==> config.mk <==
export PLATFORM = sky130hd
export DESIGN_NAME = hrc_div
export DESIGN_NICKNAME = d
export VERILOG_FILES = /design/src/rtl/core/hrc_div.sv
export SDC_FILE = /design/constraint.sdc
export NUM_CORES = 1
export LEC_CHECK = 0
export ABC_CLOCK_PERIOD_IN_PS = 2800
export BUFFER_PORTS_ARGS = -buffer_cell sky130_fd_sc_hd__buf_2
export CORE_ASPECT_RATIO = 0.8
export CORE_UTILIZATION = 55
export DETAILED_ROUTE_END_ITERATION = 10
export GPL_ROUTABILITY_DRIVEN = 1
export HOLD_SLACK_MARGIN = 0.03
export PLACE_DENSITY = 0.78
export SYNTH_ARGS = -nofsm -noshare
export SYNTH_HDL_FRONTEND = slang
export SYNTH_SLANG_ARGS = --single-unit
==> constraint.sdc <==
create_clock -name clk_i -period 2.8 [get_ports clk_i]
set_input_delay 0.28 -clock clk_i [delete_from_list [all_inputs] [get_ports clk_i]]
set_output_delay 0.28 -clock clk_i [all_outputs]
set_load 0.02 [all_outputs]
==> src/rtl/core/hrc_div.sv <==
`timescale 1ns / 1ps
// ----------------------------------------------------------------------------
// hrc_div: iterative unsigned divider
// Restoring division, one quotient bit per cycle.
// ----------------------------------------------------------------------------
module hrc_div #(
  parameter int W = 16
) (
  input  logic         clk_i,
  input  logic         rst_ni,
  input  logic         start_i,
  input  logic [W-1:0] num_i,
  input  logic [W-1:0] den_i,
  output logic         done_o,
  output logic [W-1:0] quo_o
);
  localparam int CW = $clog2(W + 1);

  logic [W-1:0] rem_q, rem_d, quo_q, quo_d, den_q;
  logic [CW-1:0] cnt_q, cnt_d;
  logic busy_q, busy_d, done_q, done_d;
  logic [W:0] trial;

  // One shift-subtract step
  always_comb begin
    trial  = {rem_q, quo_q[W-1]} - {1'b0, den_q};
    rem_d  = rem_q;
    quo_d  = quo_q;
    cnt_d  = cnt_q;
    busy_d = busy_q;
    done_d = 1'b0;
    if (start_i) begin
      rem_d  = '0;
      quo_d  = num_i;
      cnt_d  = CW'(W);
      busy_d = 1'b1;
    end else if (busy_q) begin
      if (!trial[W]) begin
        rem_d = trial[W-1:0];
        quo_d = {quo_q[W-2:0], 1'b1};
      end else begin
        rem_d = {rem_q[W-2:0], quo_q[W-1]};
        quo_d = {quo_q[W-2:0], 1'b0};
      end
      cnt_d = cnt_q - CW'(1);
      if (cnt_q == CW'(1)) begin
        busy_d = 1'b0;
        done_d = 1'b1;
      end
    end
  end

  always_ff @(posedge clk_i or negedge rst_ni) begin
    if (!rst_ni) begin
      busy_q <= 1'b0;
      done_q <= 1'b0;
      cnt_q  <= '0;
    end else begin
      busy_q <= busy_d;
      done_q <= done_d;
      cnt_q  <= cnt_d;
    end
  end

  always_ff @(posedge clk_i) begin
    rem_q <= rem_d;
    quo_q <= quo_d;
    if (start_i) den_q <= den_i;
  end

  assign done_o = done_q;
  assign quo_o  = quo_q;

endmodule

==> results by group <==
Routing
  – Post-Route WL: 6530 µm
  – DRC: 0
  – Routed Antenna Nets: 0
  – Initial drt markers: 178
  – WL/cell: 15.1 µm
  – Vias per inst: 5.64
  – Initial DRT Pass Iterations: 4
  – Via Count: 2432

Global routing
  – Number of global-route vias before repair: 2320
  – Largest net degree at the start of global routing: 48
  – First-pass GRT wire length: 10700 µm
  – GR Overflow Total: 0
  – Initial antenna violation count: 0
  – Overall Global Routing Usage: 22.6%

Timing
  – Period minus WS final: roughly 2.7 ns
  – # setup viols final: 0
  – Worst-margin pin slew: 0.864 ns
  – RSZ-0062 raised after global routing: yes
  – Highest clock rate: 0.370 GHz
  – Final Hold Vio Count: 0
  – Slew Viols, Final: 0
  – Skew final: 0.0131 ns
  – Final Cycle Share: 96.5%
  – Worst Hold Slack: 0.127 ns
  – Slew HR: 42.4%

Synthesis
  – Post-Syn Area: 0.00316 mm²
  – Main combinational cell family by area after synthesis: compound AO/OA/AOI/OAI gates
  – Primary FF master, synth: edfxtp_1
  – XOR/XNOR Fraction of Synth Area: 5.26%
  – Cells after synthesis: 296
  – Compound-Gate Fraction of Synth Area: 14.7%
  – Commonest cells in the netlist: edfxtp_1, nor2_1, inv_1, nand2_1, ha_1
  – Post-synthesis simple-gate area fraction: 14.7%
  – Synth Register Bits: 55
  – Adder-cell area share of the yosys netlist: 7.76%
  – Synth async-reset ratio: 12.7%
  – Mux contribution to synthesized area: 6.33%
  – Mapped Nets: between 300 and 400
  – Synth warnings: 0
  – Synth area leaders: edfxtp_1, dfxtp_1, ha_1, mux2_2, dfrtp_1
  – Yosys top cell by area: edfxtp_1
  – Post-synth top area share: between 30% and 40%
  – Avg Cell Area, Syn: 10.7 µm²
  – Count leader, synth: edfxtp_1
  – Seq/Total Area, Yosys: between 40 and 50%
  – Synth cell types: 58
  – Number of flops mapped to enable cells by yosys: 32

Placement
  – Placed cell count: ~420
  – Post-detail-place hpwl: between 4000 and 5000 µm
  – Final GP Congestion: roughly 0.84
  – IO Port Bufs: 51
  – Dpl cell area: around 0.0035 mm²

Setup path
  – Crit path required time: 3.03 ns
  – Crit Path Max Fanout: 6
  – CP Launch Type: register
  – Reg-to-reg slack, setup: 0.1 ns
  – Arr. time, crit path: 2.93 ns
  – Reg-to-Reg End: rem_q[7]
  – CP endpoint kind: register
  – Worst r2r path cells: 10
  – Setup CP Type: register to register
  – Worst R2R Start: quo_o[15]

Die
  – Initial Util: approximately 58%
  – Die Span Y: 69.8 µm
  – Chip width: 86.8 µm
  – Row cnt: 24
  – Die area: slightly above 0.006 mm²
  – IO Pins: between 50 and 60
  – Core ar.: roughly 0.0055 mm²

CTS
  – Max clock buf depth: 2
  – TritonCTS Sinks: 55
  – Skew-Pair Late Insertion Delay: roughly 0.32 ns
  – Root Driver: clkbuf_8
  – Clock-pin transition on the worst setup and hold timing paths: 0.10 ns
  – CTS H-Tree Depth: 2
  – CTS buffer count: 5
  – TritonCTS clock tree: yes

Pwr
  – Pwr Total: 0.00327 W
  – Power per cell area: 890 mW/mm²
  – Leakage power: 1.56 nW
  – Comb power frac: 49.1%
  – Seq pwr share: around 37%
  – Switch Pwr: 0.00130 W
  – Pint: 0.00196 W
  – Max VDD drop: 457 µV
  – Clock share of power: between 10% and 20%
  – Net Sw Frac: 39.9%

Layout
  – Fillers: 420
  – Post-layout util: roughly two thirds
  – Multi-input gate area in the final layout: 0.00159 mm²
  – Seq. cell area: 0.00146 mm²
  – Area grow syn2layout: 16.1%
  – Ant diodes: 0
  – Layout cells sized above 1: 28.3%
  – Post-route cell area: 0.00367 mm²
  – Final std cells w/o fill: 431
  – Layout net count: between 400 and 500

Min path
  – Hold/Removal Path Class: input port to register
  – Hold path start: den_i[10]
  – WHS Path Cells: 1
  – Min-Delay Endpoint: den_q[10]

Run
  – Max Cap Violations: 0

Run status
  – Status: finished clean
[stage by stage]
stage | worst slack [ns] | TNS, ns
after floorplan | 0.201 | 0
after global routing | -0.0239 | -0.0239
after CTS | 0.0243 | 0
after global placement | 0.204 | 0
after detailed placement | 0.0559 | 0
final | 0.0969 | 0
[power groups by stage]
stage	logic (W)	registers [W]	clock network (W)
global placement	0.00141	0.00120	0
global route	0.00176	0.00123	0.000503
floorplan	0.00113	0.00123	0
CTS	0.00151	0.00120	0.000471
detailed placement	0.00145	0.00121	0
finish	0.00160	0.00120	0.000459
[critical path, cell delays in order, from the launching register on]
cell	delay, ns
edfxtp_1	0.44
inv_1	0.09
ha_2	0.20
fa_2	0.25
nor2b_4	0.05
o31a_4	0.31
o2111ai_4	0.22
nand3_4	0.18
xnor2_4	0.23
or3_1	0.40
a311oi_1	0.25
[cell type report]
type | instances | area share [%]
repair buffers | 62 | 9.38
well taps | 78 | 2.66
clock inverters | 3 | 0.648
flip-flops and latches | 55 | 39.7
clock buffers | 5 | 1.88
inverters | 25 | 2.56
multi-input cells | 203 | 43.2
[cells in the final DEF, fill, tap and decap left out, types with 3 or more instances in the layout]
| master | netlist | routed |
|---|---|---|
| a21oi_1 | 8 | 8 |
| dfxtp_1 | 16 | 16 |
| ha_1 | 18 | 17 |
| dfrtp_1 | 7 | 7 |
| nand2b_1 | 3 | 3 |
| nor2_1 | 26 | 26 |
| edfxtp_1 | 32 | 32 |
| nand2_1 | 25 | 25 |
| xnor2_1 | 9 | 9 |
| nand3_1 | 4 | 4 |
| clkbuf_8 | 0 | 5 |
| mux2_2 | 16 | 16 |
| buf_2 | 2 | 51 |
| inv_1 | 25 | 25 |
| a31oi_1 | 4 | 4 |
| buf_4 | 0 | 9 |
| nor3b_1 | 4 | 4 |
| a311oi_1 | 4 | 4 |
| a21o_1 | 3 | 3 |
| nor2b_1 | 3 | 3 |
| a211oi_1 | 5 | 5 |
| o21ai_0 | 8 | 8 |
| nor3_1 | 8 | 8 |
| xor2_1 | 5 | 5 |
| a311o_1 | 4 | 4 |
| o211ai_1 | 3 | 3 |
[state kept, by name (all words and copies together) (netlist names)]
| register | count |
|---|---|
| rem_q | 16 |
| cnt_q | 5 |
| done_o | 1 |
| quo_o | 16 |
| den_q | 16 |
| busy_q | 1 |
[timing repair]
| item | in CTS | in global routing |
|---|---|---|
| endpoints found under the hold margin | 7 | 0 |
| buffers inserted | 3 | 2 |
| hold buffers | 1 | 0 |
| cloned | 0 | 1 |
| gates resized for setup | 0 | 5 |
| setup endpoints to repair | 1 | 9 |
| pin swaps | 1 | 4 |
[how the worst max path moves through the flow]
stage	start	endpoint	slack, ns	cells after the start
global placement	quo_o[15]	rem_q[1]	0.20	10
CTS	quo_o[15]	rem_q[9]	0.02	10
global route	quo_o[15]	rem_q[7]	-0.02	10
finish	quo_o[15]	rem_q[7]	0.1	10
floorplan	quo_o[15]	rem_q[5]	0.20	11
detailed placement	quo_o[15]	rem_q[9]	0.06	10
[cells by family after synthesis]
kind of cell    after synthesis
xor+xnor                     16
flops                        55
buf+inv                      39
compound gates               59
simple gates                 90
mux                          18
fa+ha+maj                    19
[layer usage]
layer  vias up  routed length (µm)  track usage, %
met5         -                   0               0
met4         0                  82            7.41
met3        10                 265            4.17
met2        71                3060            34.8
met1      1154                3120            32.1
li1       1197                   -               -
(Power assumes the default switching activity.)
